File: src/design/q16a_pkg.sv
// ----------------------------------------------------------------------------
// q16a_pkg
// Shared types and constants for the signed Q16.16 arithmetic unit.
// ----------------------------------------------------------------------------
`default_nettype none

package q16a_pkg;

	localparam int unsigned DataW = 32;
	localparam int unsigned CmdW  = 3;
	localparam int unsigned CfgIdxW = 2;

	localparam logic [DataW-1:0] OVF_CODE = 32'h8000_0000;

	// Reset values of the configuration registers.
	localparam logic              RST_ROUNDING = 1'b1;
	localparam logic              RST_SATURATE = 1'b0;
	localparam logic [DataW-1:0]  RST_MIN_LIMIT = 32'h8000_0001;
	localparam logic [DataW-1:0]  RST_MAX_LIMIT = 32'h7FFF_FFFF;

	// Command codes.
	localparam logic [CmdW-1:0] CMD_ADD  = 3'd0;
	localparam logic [CmdW-1:0] CMD_SUB  = 3'd1;
	localparam logic [CmdW-1:0] CMD_MUL  = 3'd2;
	localparam logic [CmdW-1:0] CMD_DIV  = 3'd3;
	localparam logic [CmdW-1:0] CMD_SQRT = 3'd4;

	// Configuration register indexes.
	localparam logic [CfgIdxW-1:0] REG_ROUNDING  = 2'd0;
	localparam logic [CfgIdxW-1:0] REG_SATURATE  = 2'd1;
	localparam logic [CfgIdxW-1:0] REG_MIN_LIMIT = 2'd2;
	localparam logic [CfgIdxW-1:0] REG_MAX_LIMIT = 2'd3;

	typedef enum logic [3:0] {
		ST_IDLE,
		ST_ADD,
		ST_SUB,
		ST_MUL,
		ST_MULR,
		ST_DNORM,
		ST_DTOP,
		ST_DLOOP,
		ST_SSHR,
		ST_SLOOP,
		ST_FIN
	} state_t;

	typedef struct packed {
		logic             rounding_on;
		logic             saturate_on;
		logic [DataW-1:0] min_limit;
		logic [DataW-1:0] max_limit;
	} cfg_t;

	typedef struct packed {
		logic             done;
		logic [DataW-1:0] result;
		logic             overflowed;
	} core_res_t;

endpackage

`default_nettype wire

File: src/design/q16a_if.sv
// ----------------------------------------------------------------------------
// q16a_in_if / q16a_out_if
// Valid/ready channels for command items and result items.
// ----------------------------------------------------------------------------
`default_nettype none

interface q16a_in_if;
	logic        valid;
	logic        ready;
	logic [2:0]  command;
	logic signed [31:0] operand_a;
	logic signed [31:0] operand_b;

	modport source (output valid, command, operand_a, operand_b, input ready);
	modport sink   (input valid, command, operand_a, operand_b, output ready);
endinterface

interface q16a_out_if;
	logic        valid;
	logic        ready;
	logic signed [31:0] result;
	logic        overflowed;

	modport source (output valid, result, overflowed, input ready);
	modport sink   (input valid, result, overflowed, output ready);
endinterface

`default_nettype wire

File: src/design/q16a_core.sv
// ----------------------------------------------------------------------------
// q16a_core
// Sequencer and datapath: one shared 32-bit subtract/compare unit steps the
// divide and square root one bit per cycle; add, subtract and multiply pass
// through a few fixed states.
// ----------------------------------------------------------------------------
`default_nettype none

module q16a_core (
	input  wire  logic                  clk,
	input  wire  logic                  arst_n,
	input  wire  logic                  start,
	input  wire  logic [2:0]            cmd,
	input  wire  logic [31:0]           op_a,
	input  wire  logic [31:0]           op_b,
	input  wire  q16a_pkg::cfg_t        cfg,
	input  wire  logic                  take,
	output logic                        idle,
	output q16a_pkg::core_res_t         res
);

	q16a_pkg::state_t state_q, state_d;

	logic [31:0] a_q, a_d, b_q, b_d;
	logic [31:0] acc_q, acc_d;      // remainder or radicand
	logic [31:0] dv_q, dv_d;        // divisor or root
	logic [31:0] bit_q, bit_d;
	logic [31:0] quo_q, quo_d;
	logic [31:0] r_q, r_d;
	logic        pass_q, pass_d;
	logic        sat_en_q, sat_en_d;
	logic        to_max_q, to_max_d;
	logic        vld_q, vld_d;
	logic [63:0] prod_s1, prod_d;
	logic signed [63:0] mul_p;

	// Shared subtract/compare unit.
	logic [31:0] sub_x, sub_y;
	logic [32:0] diff;
	logic        ge;

	logic [31:0] sum, dif, u_rnd, fin, mid_num, rb;
	logic        neg_q;

	assign diff = {1'b0, sub_x} - {1'b0, sub_y};
	assign ge   = !diff[32];
	assign rb   = dv_q + bit_q;
	assign neg_q = a_q[31] ^ b_q[31];

	// Operand selection for the shared unit.
	always_comb begin
		sub_x = acc_q;
		sub_y = dv_q;
		case (state_q)
			q16a_pkg::ST_SSHR: begin
				sub_y = bit_q;
			end
			q16a_pkg::ST_SLOOP: begin
				if (bit_q != 32'd0) begin
					sub_y = rb;
				end else begin
					sub_x = dv_q;
					sub_y = acc_q;
				end
			end
			default: begin
				sub_x = acc_q;
				sub_y = dv_q;
			end
		endcase
	end

	assign sum     = a_q + b_q;
	assign dif     = a_q - b_q;
	assign u_rnd   = 32'(prod_s1[47:0] - 48'h8000 - {47'd0, prod_s1[63]} >> 16);
	assign mid_num = 32'((acc_q - dv_q) << 16) - 32'd32768;

	// Signed 32 by 32 product, full 64-bit width.
	assign mul_p = $signed(a_q) * $signed(b_q);

	// Saturation of the finished value.
	always_comb begin
		fin = r_q;
		if (sat_en_q && cfg.saturate_on && r_q == q16a_pkg::OVF_CODE) begin
			fin = to_max_q ? cfg.max_limit : cfg.min_limit;
		end
	end

	assign idle           = (state_q == q16a_pkg::ST_IDLE);
	assign res.done       = (state_q == q16a_pkg::ST_FIN);
	assign res.result     = fin;
	assign res.overflowed = vld_q && (fin == q16a_pkg::OVF_CODE);

	// Next state and datapath updates.
	always_comb begin
		state_d  = state_q;
		a_d      = a_q;
		b_d      = b_q;
		acc_d    = acc_q;
		dv_d     = dv_q;
		bit_d    = bit_q;
		quo_d    = quo_q;
		r_d      = r_q;
		pass_d   = pass_q;
		sat_en_d = sat_en_q;
		to_max_d = to_max_q;
		vld_d    = vld_q;
		prod_d   = prod_s1;
		case (state_q)
			q16a_pkg::ST_IDLE: begin
				if (start) begin
					a_d      = op_a;
					b_d      = op_b;
					acc_d    = op_a[31] ? 32'd0 - op_a : op_a;
					dv_d     = op_b[31] ? 32'd0 - op_b : op_b;
					bit_d    = 32'h0001_0000;
					quo_d    = 32'd0;
					pass_d   = 1'b0;
					vld_d    = 1'b1;
					sat_en_d = 1'b1;
					to_max_d = !(op_a[31] ^ op_b[31]);
					r_d      = 32'd0;
					case (cmd)
						q16a_pkg::CMD_ADD: begin
							to_max_d = !op_a[31];
							state_d  = q16a_pkg::ST_ADD;
						end
						q16a_pkg::CMD_SUB: begin
							to_max_d = !op_a[31];
							state_d  = q16a_pkg::ST_SUB;
						end
						q16a_pkg::CMD_MUL: begin
							state_d = q16a_pkg::ST_MUL;
						end
						q16a_pkg::CMD_DIV: begin
							state_d = q16a_pkg::ST_DNORM;
						end
						q16a_pkg::CMD_SQRT: begin
							sat_en_d = 1'b0;
							acc_d    = op_a;
							dv_d     = 32'd0;
							bit_d    = (op_a[31:20] != 12'd0) ? 32'h4000_0000 : 32'h0004_0000;
							if (op_a == 32'd0 || op_a[31]) begin
								r_d     = q16a_pkg::OVF_CODE;
								state_d = q16a_pkg::ST_FIN;
							end else begin
								state_d = q16a_pkg::ST_SSHR;
							end
						end
						default: begin
							vld_d    = 1'b0;
							sat_en_d = 1'b0;
							state_d  = q16a_pkg::ST_FIN;
						end
					endcase
				end
			end
			q16a_pkg::ST_ADD: begin
				r_d = (!(a_q[31] ^ b_q[31]) && (a_q[31] ^ sum[31])) ? q16a_pkg::OVF_CODE : sum;
				state_d = q16a_pkg::ST_FIN;
			end
			q16a_pkg::ST_SUB: begin
				r_d = ((a_q[31] ^ b_q[31]) && (a_q[31] ^ dif[31])) ? q16a_pkg::OVF_CODE : dif;
				state_d = q16a_pkg::ST_FIN;
			end
			q16a_pkg::ST_MUL: begin
				prod_d  = mul_p;
				state_d = q16a_pkg::ST_MULR;
			end
			q16a_pkg::ST_MULR: begin
				// The product fits when bits 63 down to 47 all agree.
				if (prod_s1[63:47] == {17{prod_s1[47]}}) begin
					r_d = cfg.rounding_on ? u_rnd + 32'd1 : prod_s1[47:16];
				end else begin
					r_d = q16a_pkg::OVF_CODE;
				end
				state_d = q16a_pkg::ST_FIN;
			end
			q16a_pkg::ST_DNORM: begin
				// Scale the divisor up until it reaches the remainder; a zero divisor or too large a quotient ends early.
				if (b_q == 32'd0) begin
					r_d     = cfg.min_limit;
					state_d = q16a_pkg::ST_FIN;
				end else if (ge && diff[31:0] != 32'd0) begin
					dv_d  = dv_q << 1;
					bit_d = bit_q << 1;
				end else if (bit_q == 32'd0) begin
					r_d     = q16a_pkg::OVF_CODE;
					state_d = q16a_pkg::ST_FIN;
				end else begin
					state_d = q16a_pkg::ST_DTOP;
				end
			end
			q16a_pkg::ST_DTOP: begin
				if (dv_q[31]) begin
					if (ge) begin
						quo_d = quo_q | bit_q;
						acc_d = diff[31:0];
					end
					dv_d  = dv_q >> 1;
					bit_d = bit_q >> 1;
				end
				state_d = q16a_pkg::ST_DLOOP;
			end
			q16a_pkg::ST_DLOOP: begin
				// One quotient bit per cycle.
				if (bit_q != 32'd0 && acc_q != 32'd0) begin
					if (ge) begin
						quo_d = quo_q | bit_q;
						acc_d = diff[31:0] << 1;
					end else begin
						acc_d = acc_q << 1;
					end
					bit_d = bit_q >> 1;
				end else begin
					quo_d = quo_q + {31'd0, cfg.rounding_on && ge};
					r_d   = neg_q ? 32'd0 - quo_d : quo_d;
					state_d = q16a_pkg::ST_FIN;
				end
			end
			q16a_pkg::ST_SSHR: begin
				if (!ge) begin
					bit_d = bit_q >> 2;
				end else begin
					state_d = q16a_pkg::ST_SLOOP;
				end
			end
			q16a_pkg::ST_SLOOP: begin
				// One root bit per cycle; between the passes the radicand is scaled up.
				if (bit_q != 32'd0) begin
					if (ge) begin
						acc_d = diff[31:0];
						dv_d  = (dv_q >> 1) + bit_q;
					end else begin
						dv_d = dv_q >> 1;
					end
					bit_d = bit_q >> 2;
				end else if (!pass_q) begin
					if (acc_q > 32'd65535) begin
						acc_d = mid_num;
						dv_d  = (dv_q << 16) + 32'd32768;
					end else begin
						acc_d = acc_q << 16;
						dv_d  = dv_q << 16;
					end
					bit_d  = 32'h0000_4000;
					pass_d = 1'b1;
				end else begin
					r_d     = dv_q + {31'd0, cfg.rounding_on && !ge};
					state_d = q16a_pkg::ST_FIN;
				end
			end
			q16a_pkg::ST_FIN: begin
				if (take) begin
					state_d = q16a_pkg::ST_IDLE;
				end
			end
			default: begin
				state_d = q16a_pkg::ST_IDLE;
			end
		endcase
	end

	// State register.
	always_ff @(posedge clk or negedge arst_n) begin
		if (!arst_n) begin
			state_q <= q16a_pkg::ST_IDLE;
		end else begin
			state_q <= state_d;
		end
	end

	// Datapath registers.
	always_ff @(posedge clk) begin
		a_q      <= a_d;
		b_q      <= b_d;
		acc_q    <= acc_d;
		dv_q     <= dv_d;
		bit_q    <= bit_d;
		quo_q    <= quo_d;
		r_q      <= r_d;
		pass_q   <= pass_d;
		sat_en_q <= sat_en_d;
		to_max_q <= to_max_d;
		vld_q    <= vld_d;
		prod_s1  <= prod_d;
	end

endmodule

`default_nettype wire

File: src/design/q16_16_arith_unit.sv
// ----------------------------------------------------------------------------
// Add and subtract finish through ST_ADD or ST_SUB, multiply through ST_MUL and ST_MULR,
// and divide and square root through the one-bit-per-cycle loops of the shared
// subtract/compare unit. One item at a time is in the core; the core is ready for
// the next item once its result has entered the output register.
// Reset clears the sequencer and output valid and loads the register defaults.
// ----------------------------------------------------------------------------
// q16_16_arith_unit
// Signed Q16.16 arithmetic unit with configuration registers and an output
// register that frees the core while a result waits.
// ----------------------------------------------------------------------------
`default_nettype none

module q16_16_arith_unit (
	input  wire logic                          clk,
	input  wire logic                          arst_n,
	q16a_in_if.sink                            in_ch,
	q16a_out_if.source                         out_ch,
	input  wire logic                          cfg_we,
	input  wire logic [q16a_pkg::CfgIdxW-1:0]  cfg_index,
	input  wire logic [q16a_pkg::DataW-1:0]    cfg_data
);

	q16a_pkg::cfg_t      cfg_q;
	q16a_pkg::core_res_t core_res;
	logic                core_idle;
	logic                take;
	logic                out_valid_q;
	logic [31:0]         result_q;
	logic                ovf_q;

	// Configuration registers.
	always_ff @(posedge clk or negedge arst_n) begin
		if (!arst_n) begin
			cfg_q.rounding_on <= q16a_pkg::RST_ROUNDING;
			cfg_q.saturate_on <= q16a_pkg::RST_SATURATE;
			cfg_q.min_limit   <= q16a_pkg::RST_MIN_LIMIT;
			cfg_q.max_limit   <= q16a_pkg::RST_MAX_LIMIT;
		end else if (cfg_we) begin
			case (cfg_index)
				q16a_pkg::REG_ROUNDING:  cfg_q.rounding_on <= cfg_data[0];
				q16a_pkg::REG_SATURATE:  cfg_q.saturate_on <= cfg_data[0];
				q16a_pkg::REG_MIN_LIMIT: cfg_q.min_limit   <= cfg_data;
				q16a_pkg::REG_MAX_LIMIT: cfg_q.max_limit   <= cfg_data;
				default: begin
				end
			endcase
		end
	end

	assign in_ch.ready = core_idle;

	q16a_core u_core (
		.clk    (clk),
		.arst_n (arst_n),
		.start  (in_ch.valid),
		.cmd    (in_ch.command),
		.op_a   (in_ch.operand_a),
		.op_b   (in_ch.operand_b),
		.cfg    (cfg_q),
		.take   (take),
		.idle   (core_idle),
		.res    (core_res)
	);

	// Output register: loads a finished item when empty or being drained.
	assign take = core_res.done && (!out_valid_q || out_ch.ready);

	always_ff @(posedge clk or negedge arst_n) begin
		if (!arst_n) begin
			out_valid_q <= 1'b0;
		end else if (take) begin
			out_valid_q <= 1'b1;
		end else if (out_ch.ready) begin
			out_valid_q <= 1'b0;
		end
	end

	always_ff @(posedge clk) begin
		if (take) begin
			result_q <= core_res.result;
			ovf_q    <= core_res.overflowed;
		end
	end

	assign out_ch.valid      = out_valid_q;
	assign out_ch.result     = result_q;
	assign out_ch.overflowed = ovf_q;

	// An accepted item keeps the core busy on the next cycle.
	a_busy_after_accept: assert property (@(posedge clk) disable iff (!arst_n)
		in_ch.valid && in_ch.ready |=> !in_ch.ready)
		else $error("core ready right after accepting an item");

	// A finished item with an empty output register shows up next cycle.
	a_result_loaded: assert property (@(posedge clk) disable iff (!arst_n)
		core_res.done && !out_valid_q |=> out_ch.valid)
		else $error("finished item not loaded into output register");

	// The overflow flag only marks the overflow code.
	a_ovf_code: assert property (@(posedge clk) disable iff (!arst_n)
		out_ch.valid && out_ch.overflowed |-> out_ch.result == q16a_pkg::OVF_CODE)
		else $error("overflow flag set on a value other than the overflow code");

endmodule

`default_nettype wire
File: src/flat_wrapper.sv
// flat-port wrapper written by rule: the top's interface ports become plain ports
module q16_16_arith_unit_flat 
  (clk, arst_n, cfg_we, cfg_index, cfg_data, in_ch_valid, in_ch_command, in_ch_operand_a, in_ch_operand_b, in_ch_ready, out_ch_valid, out_ch_result, out_ch_overflowed, out_ch_ready);
  q16a_in_if in_ch_i ();
  q16a_out_if out_ch_i ();
  input  wire logic clk;
  input  wire logic arst_n;
  input  wire logic cfg_we;
  input  wire logic [q16a_pkg::CfgIdxW-1:0] cfg_index;
  input  wire logic [q16a_pkg::DataW-1:0] cfg_data;
  input wire logic [$bits(in_ch_i.valid)-1:0] in_ch_valid;
  input wire logic [$bits(in_ch_i.command)-1:0] in_ch_command;
  input wire logic [$bits(in_ch_i.operand_a)-1:0] in_ch_operand_a;
  input wire logic [$bits(in_ch_i.operand_b)-1:0] in_ch_operand_b;
  output wire logic [$bits(in_ch_i.ready)-1:0] in_ch_ready;
  output wire logic [$bits(out_ch_i.valid)-1:0] out_ch_valid;
  output wire logic [$bits(out_ch_i.result)-1:0] out_ch_result;
  output wire logic [$bits(out_ch_i.overflowed)-1:0] out_ch_overflowed;
  input wire logic [$bits(out_ch_i.ready)-1:0] out_ch_ready;
  assign in_ch_i.valid = in_ch_valid;
  assign in_ch_i.command = in_ch_command;
  assign in_ch_i.operand_a = in_ch_operand_a;
  assign in_ch_i.operand_b = in_ch_operand_b;
  assign in_ch_ready = in_ch_i.ready;
  assign out_ch_valid = out_ch_i.valid;
  assign out_ch_result = out_ch_i.result;
  assign out_ch_overflowed = out_ch_i.overflowed;
  assign out_ch_i.ready = out_ch_ready;
  q16_16_arith_unit u_core (.clk(clk), .arst_n(arst_n), .in_ch(in_ch_i), .out_ch(out_ch_i), .cfg_we(cfg_we), .cfg_index(cfg_index), .cfg_data(cfg_data));
endmodule
File: config.mk
export PLATFORM = sky130hd
export DESIGN_NAME = q16_16_arith_unit_flat
export DESIGN_NICKNAME = d
export VERILOG_FILES = /design/src/design/q16a_pkg.sv /design/src/design/q16a_if.sv /design/src/design/q16a_core.sv /design/src/design/q16_16_arith_unit.sv /design/src/flat_wrapper.sv
export SDC_FILE = /design/constraint.sdc
export NUM_CORES = 2
export LEC_CHECK = 0
export ABC_AREA = 1
export BUFFER_PORTS_ARGS = -buffer_cell sky130_fd_sc_hd__buf_2
export CAP_MARGIN = 20
export CORE_ASPECT_RATIO = 1.4
export CORE_MARGIN = 1
export CORE_UTILIZATION = 25
export DETAILED_ROUTE_END_ITERATION = 7
export GPL_ROUTABILITY_DRIVEN = 1
export GPL_TIMING_DRIVEN = 0
export HOLD_SLACK_MARGIN = 0.03
export SLEW_MARGIN = 10
export SYNTH_ARGS = -nofsm -noshare
export SYNTH_HDL_FRONTEND = slang
export SYNTH_SLANG_ARGS = --single-unit
export TNS_END_PERCENT = 10
File: constraint.sdc
create_clock -name clk -period 8.84 [get_ports clk]
set_input_delay 1.768 -clock clk [delete_from_list [all_inputs] [get_ports clk]]
set_output_delay 1.768 -clock clk [all_outputs]
set_load 0.01 [all_outputs]
After elaboration in Yosys (flattened, before gate mapping) --
Cells that the tools add are included.
Operators by class: $lt $le $gt $ge 1, reductions and logical operators 51, mux-type cells 79, $mul 1, equal/unequal tests 34, add/sub/neg operators 16, shift-type cells 0, divide/modulo/power cells 0, bitwise gates (word level) 5
Operator list (number):
- 32-bit two-way mux | 50
- 32-bit case mux with 4 select lines | 2
- 32-bit case mux with 7 select lines | 1
- 32-bit case mux with 6 select lines | 1
- 32-bit zero test | 3
- 32-bit case mux with 3 select lines | 1
- 32-bit nonzero test | 3
- 1-bit by 32-bit subtractor with 32-bit output (first input constant) | 3
- 31-bit two-way mux | 3
- 32-bit by 1-bit adder with 32-bit output | 2
- 32-bit adder | 2
- 32-bit equality test (second input constant) | 2
- 32-bit by 32-bit multiplier with 64-bit output | 1
- 32-bit case mux with 2 select lines | 1
- 48-bit by 1-bit subtractor with 48-bit output | 1
- 48-bit by 16-bit subtractor with 48-bit output (second input constant) | 1
- 4-bit two-way mux | 9
- 4-bit case mux with 9 select lines | 1
- 32-bit by 32-bit subtractor with 33-bit output | 1
- 31-bit by 32-bit adder with 32-bit output | 1
- 32-bit by 1-bit adder with 32-bit output (second input constant) | 1
- 32-bit by 16-bit adder with 32-bit output (second input constant) | 1
- 32-bit by 16-bit > comparator with 1-bit output (second input constant) | 1
- 32-bit OR | 1
- 42 further kinds | 94
Word-level totals: word-level logic and storage cells 208, register bits after elaboration 396, memories kept 0, memory bits (writable) 0, input port bits 106, output and inout bits 35, ROM bits 0, latch bits 0

Logic depth before layout (Yosys ltp) --
depth in word-level cells 11, mapped depth 46, depth with buffers taken out 44

Hierarchy --
Synthesis repeated with hierarchy kept, for this count alone.
Unflattened totals: cell total of the unflattened synthesis 9830, area, all modules 73503.0 um^2
Modules (own cells, without submodules):
- q16a_core | cells an instance 9492, seq. area each 8868.5 um^2, instances 1, area each 69701.8 um^2
- q16_16_arith_unit | cells an instance 338, seq. area each 2710.1 um^2, instances 1, area each 3801.1 um^2

Worst setup path before layout --
No wires, ideal clock.
path kind reg-to-reg, start point register u_core.u_core.a_q[31], end point register u_core.u_core.prod_s1[60] (data pin), clock period less this slack 7415 ps, path slack 1425 ps, required time 8578 ps, cell stages (with the launch flop) 26, arrival time 7153 ps, path buffers 2, setup time 262 ps, cells stage by stage edfxtp_1 clkbuf_1 clkbuf_1 nand2_1 inv_1 fa_1 fa_1 fa_1 fa_1 inv_1 fa_1 fa_1 fa_1 inv_1 fa_1 ha_1 nand2_1 nor2_1 inv_1 nor2_1 nand2_1 nor3_1 nand2_1 o211ai_1 a21oi_1 xor2_1
On the way: cells in the longest elaborated chain, start to end 1
Ends and longest elaborated chain:
- start: declaration | line q16a_core.sv:24 | logic [31:0] a_q, a_d, b_q, b_d;
- start signal: assignment | line q16a_core.sv:275 | a_q <= a_d;
- 32-bit by 32-bit multiplier with 64-bit output | line q16a_core.sv:79 | assign mul_p = $signed(a_q) * $signed(b_q);
- net u_core.u_core.mul_p[60] | line q16a_core.sv:35 | logic signed [63:0] mul_p;
- end signal: assignment | line q16a_core.sv:286 | prod_s1 <= prod_d;
- end: declaration | line q16a_core.sv:34 | logic [63:0] prod_s1, prod_d;
The timed path passes the listed nets, and every way through them passes these cells. A chain may end at the register's enable or synchronous reset.

Worst setup path in the final report --
start point register u_core.u_core.b_q[13], end point register u_core.u_core.prod_s1[43] (data pin)
On the way: cells in the longest elaborated chain, start to end 1
Ends and longest elaborated chain:
- start: declaration | line q16a_core.sv:24
- start signal: assignment | line q16a_core.sv:276 | b_q <= b_d;
- 32-bit by 32-bit multiplier with 64-bit output | line q16a_core.sv:79
- net u_core.u_core.mul_p[43] | line q16a_core.sv:35
The timed path passes the listed nets, and every way through them passes these cells.

==> reports/summary.log <==
[timing] highest achievable clock rate 0.112 GHz
[synth] proportion of synthesized flip-flops having asynchronous set or reset 17.9%
[hold_path] Hold Path Class reg -> reg
[status] status finished, violations left
[layout] fraction of the core area covered by cells at the end of the flow 28.1%
[layout] commonest cells after routing, fill and taps aside 2528 x sky130_fd_sc_hd__nand2_1, 2220 x sky130_fd_sc_hd__inv_1, 1078 x sky130_fd_sc_hd__fa_1
[timing] pins over their slew limit 0
[worst_setup_path] top fanout value on the critical path 6
[floorplanning] vertical extent of the die 646 um
[timing] Final TNS setup -0.159 ns
[synth] average cell area after synthesis 7.42 um2
[synth] number of different library cells in the post-synthesis netlist 72
[timing] Worst Hold Margin 0.490 ns
[timing] # setup viols final 2
[global_route] largest net degree at the start of global routing 43
[status] violations in the final reports setup timing
[drt] total wirelength of the detailed-routed design 374000 um
[timing] final cycle utilization of the critical path 101%
[global_route] global-route usage over all layers 24.9%
[placed_design] detailed placer's ending HPWL 310000 um
[worst_setup_path] arrival time at the worst endpoint 9.37 ns
[placed_design] weighted congestion at the end of routability-driven global placement 1.06
[synth] number of enable flip-flop cells after synthesis 325
[drt] Avg Vias per Cell 5.03
[drt] total number of vias 71.6k
[synth] post-synthesis cell area 0.0740 mm2
[clock_tree] number of clock sinks 396
[layout] fraction of layout instances using a drive strength above 1 6.99%
[timing] final-report hold violation count 0
[clock_tree] total CTS buffers 46
[layout] area growth from synthesis to final layout 11.9%
[drt] DRC violation count after routing 0
[floorplanning] floorplan row count 236
[worst_setup_path] critical path startpoint category register
[synth] gate count after technology mapping 9977
[floorplanning] Total Die Area 0.298 mm2
[synth] share of synthesized area occupied by flip-flops and latches 15.6%
[layout] number of nets in the layout 11.8k
[layout] most common library cell in the layout ignoring fill and taps sky130_fd_sc_hd__nand2_1
[drt] First DRT Iteration DRCs 6554
[synth] flop and latch count out of synthesis 396
[clock_tree] CTS tree built
[timing] final period demand of the worst path 8.96 ns
[floorplanning] Die X-Extent 462 um
[worst_setup_path] category of the most critical setup path reg -> reg
[floorplanning] I/O pin count 141
[timing] worst clock skew on the final layout 0.0263 ns
[global_route] initial antenna violation count 23
[drt] antenna violation net count after detailed routing 0
[global_route] vias in the first global route 73.2k
[timing] Worst-Margin Slew 1.26 ns
[clock_tree] buffer levels on the longest clock path 3
[flow_run] number of max-cap violations 0
[synth] Synthesis Warnings 0
[placed_design] I/O Buffers 140
[clock_tree] Reg clk slew, reported paths 0.06 ns
[floorplanning] core area 0.295 mm2
[timing] setup repair after global routing missed its margin true
[worst_setup_path] data required time of the worst path 9.25 ns
[drt] count of TritonRoute iterations in the first routing pass 7
[synth] primary flip-flop cell chosen by synthesis mapping sky130_fd_sc_hd__edfxtp_1
[clock_tree] cell at the root of the clock tree sky130_fd_sc_hd__clkbuf_16
[clock_tree] count of H-tree levels built during CTS 2
[clock_tree] clock insertion delay at the later pin of the skew report 0.66 ns
[global_route] global-route wire length before repair 525000 um
[timing] max_slew headroom 15.1%
[floorplanning] initial core utilization 25.1%
[worst_setup_path] sort of element at the end of the critical path register
[drt] average wire per cell in the routed design 26.3 um
[placed_design] setup slack after placement -0.890 ns
[timing] smallest setup slack after layout -0.117 ns
[global_route] remaining global-route overflow 0
[synth] number of nets in the synthesized netlist 11.6k
[worst max-delay path, stage by stage, from the launching register on]
cell	delay, ns
sky130_fd_sc_hd__edfxtp_1	0.83
sky130_fd_sc_hd__ha_1	0.94
sky130_fd_sc_hd__fa_1	0.57
sky130_fd_sc_hd__fa_1	0.48
sky130_fd_sc_hd__fa_1	0.60
sky130_fd_sc_hd__fa_1	0.46
sky130_fd_sc_hd__fa_1	0.55
sky130_fd_sc_hd__inv_1	0.05
sky130_fd_sc_hd__fa_1	0.47
sky130_fd_sc_hd__inv_1	0.07
sky130_fd_sc_hd__fa_1	0.50
sky130_fd_sc_hd__inv_1	0.09
sky130_fd_sc_hd__fa_1	0.59
sky130_fd_sc_hd__inv_1	0.07
sky130_fd_sc_hd__ha_1	0.39
sky130_fd_sc_hd__nand2_1	0.12
sky130_fd_sc_hd__nor2_1	0.26
sky130_fd_sc_hd__nand2_1	0.16
sky130_fd_sc_hd__nor4_1	0.20
sky130_fd_sc_hd__nand2_1	0.10
sky130_fd_sc_hd__nand3_1	0.15
sky130_fd_sc_hd__nand2_1	0.06
sky130_fd_sc_hd__nand2_1	0.19
sky130_fd_sc_hd__a21oi_1	0.16
sky130_fd_sc_hd__o21ai_0	0.23
sky130_fd_sc_hd__xor2_1	0.38
[cell usage after synthesis, types with 30 or more instances]
cell,n,share of area [%]
sky130_fd_sc_hd__nand2_1,2533,13
sky130_fd_sc_hd__inv_1,2225,11
sky130_fd_sc_hd__fa_1,1088,29
sky130_fd_sc_hd__nor2_1,657,3.3
sky130_fd_sc_hd__o21ai_0,458,3.1
sky130_fd_sc_hd__a21oi_1,448,3.0
sky130_fd_sc_hd__ha_1,379,6.4
sky130_fd_sc_hd__nand3_1,355,2.4
sky130_fd_sc_hd__edfxtp_1,325,13
sky130_fd_sc_hd__clkbuf_1,311,1.6
sky130_fd_sc_hd__xor2_1,151,1.8
sky130_fd_sc_hd__nand4_1,118,1.0
sky130_fd_sc_hd__nor3_1,96,0.65
sky130_fd_sc_hd__xnor2_1,71,0.84
sky130_fd_sc_hd__o2111ai_1,69,0.82
sky130_fd_sc_hd__nor4_1,54,0.46
sky130_fd_sc_hd__or2_2,51,0.43
sky130_fd_sc_hd__o211ai_1,48,0.49
sky130_fd_sc_hd__o22ai_1,41,0.35
sky130_fd_sc_hd__buf_2,40,0.27
sky130_fd_sc_hd__a31oi_1,38,0.32
sky130_fd_sc_hd__dfrtp_1,37,1.3
sky130_fd_sc_hd__dfstp_2,34,1.2
sky130_fd_sc_hd__o21bai_1,33,0.33
sky130_fd_sc_hd__o221ai_1,30,0.35
[cells by family (layout without fill, tap and decap cells)]
family	after synthesis	count (layout)	share of synthesized area [%]
other	0	13	0
AO/OA/AOI/OAI	1278	1278	9.95
AND/OR/NAND/NOR	3966	3966	22.1
buffers and inverters	2621	2933	13.4
adder cells (fa/ha/maj)	1467	1467	35.8
multiplexers	23	23	0.311
flip-flops	396	396	15.6
XOR/XNOR	226	226	2.71
[registers in the layout (all words and copies together) (netlist names), 32 cells and up]
signal	cells
u_core.cfg_q	66
u_core.u_core.prod_s1	64
u_core.out_ch.result	32
u_core.u_core.a_q	32
u_core.u_core.acc_q	32
u_core.u_core.b_q	32
u_core.u_core.bit_q	32
u_core.u_core.dv_q	32
u_core.u_core.quo_q	32
u_core.u_core.r_q	32
[cell type report]
type | count | area, um2
antenna | 13 | 32.5
buffer | 368 | 1710
clock buffer | 56 | 1230
clock inverter | 28 | 377
fill | 32900 | 212000
inverter | 2252 | 8470
multi-input combinational | 6960 | 52700
sequential | 396 | 11600
tap | 3927 | 4910
timing repair buffer | 229 | 1820
[final timing paths]
check                                      start                        end  slack [ns]  depth (start not counted)
min                              u_core.cfg_q[9]            u_core.cfg_q[9]        0.49                          2
max reg2reg                u_core.u_core.b_q[13]  u_core.u_core.prod_s1[43]       -0.12                         25
min in group asynchronous                 arst_n        u_core.out_ch.valid        1.05                          1
max                        u_core.u_core.b_q[13]  u_core.u_core.prod_s1[43]       -0.12                         25
max in group asynchronous                 arst_n            u_core.cfg_q[9]        7.14                          2
min reg2reg                      u_core.cfg_q[9]            u_core.cfg_q[9]        0.49                          2
[metrics by stage]
stage / area (um2) / cells
4_1_cts: 82000 / 14200
3_5_place_dp: 80200 / 14100
6_report: 82800 / 14200
3_3_place_gp: 79600 / 14000
5_1_grt: 82800 / 14200
2_1_floorplan: 74000 / 9977
[what timing repair did]
item / in CTS / in global routing
pin swaps: 1 / 4
hold buffers: 0 / 0
resized for setup: 56 / 350
setup buffers: 9 / 45
endpoints found under the setup margin: 55 / 48
[layer usage]
metal	part of all wire, %	GRT usage, %
met5	0.055	0.196
met3	8.4	5.53
met2	46	41.2
met4	13	25.7
met1	32	25.3
Power is left out: the tool's default activity adds up to more than one toggle a clock period on the data nets, which glitch-free logic cannot reach.
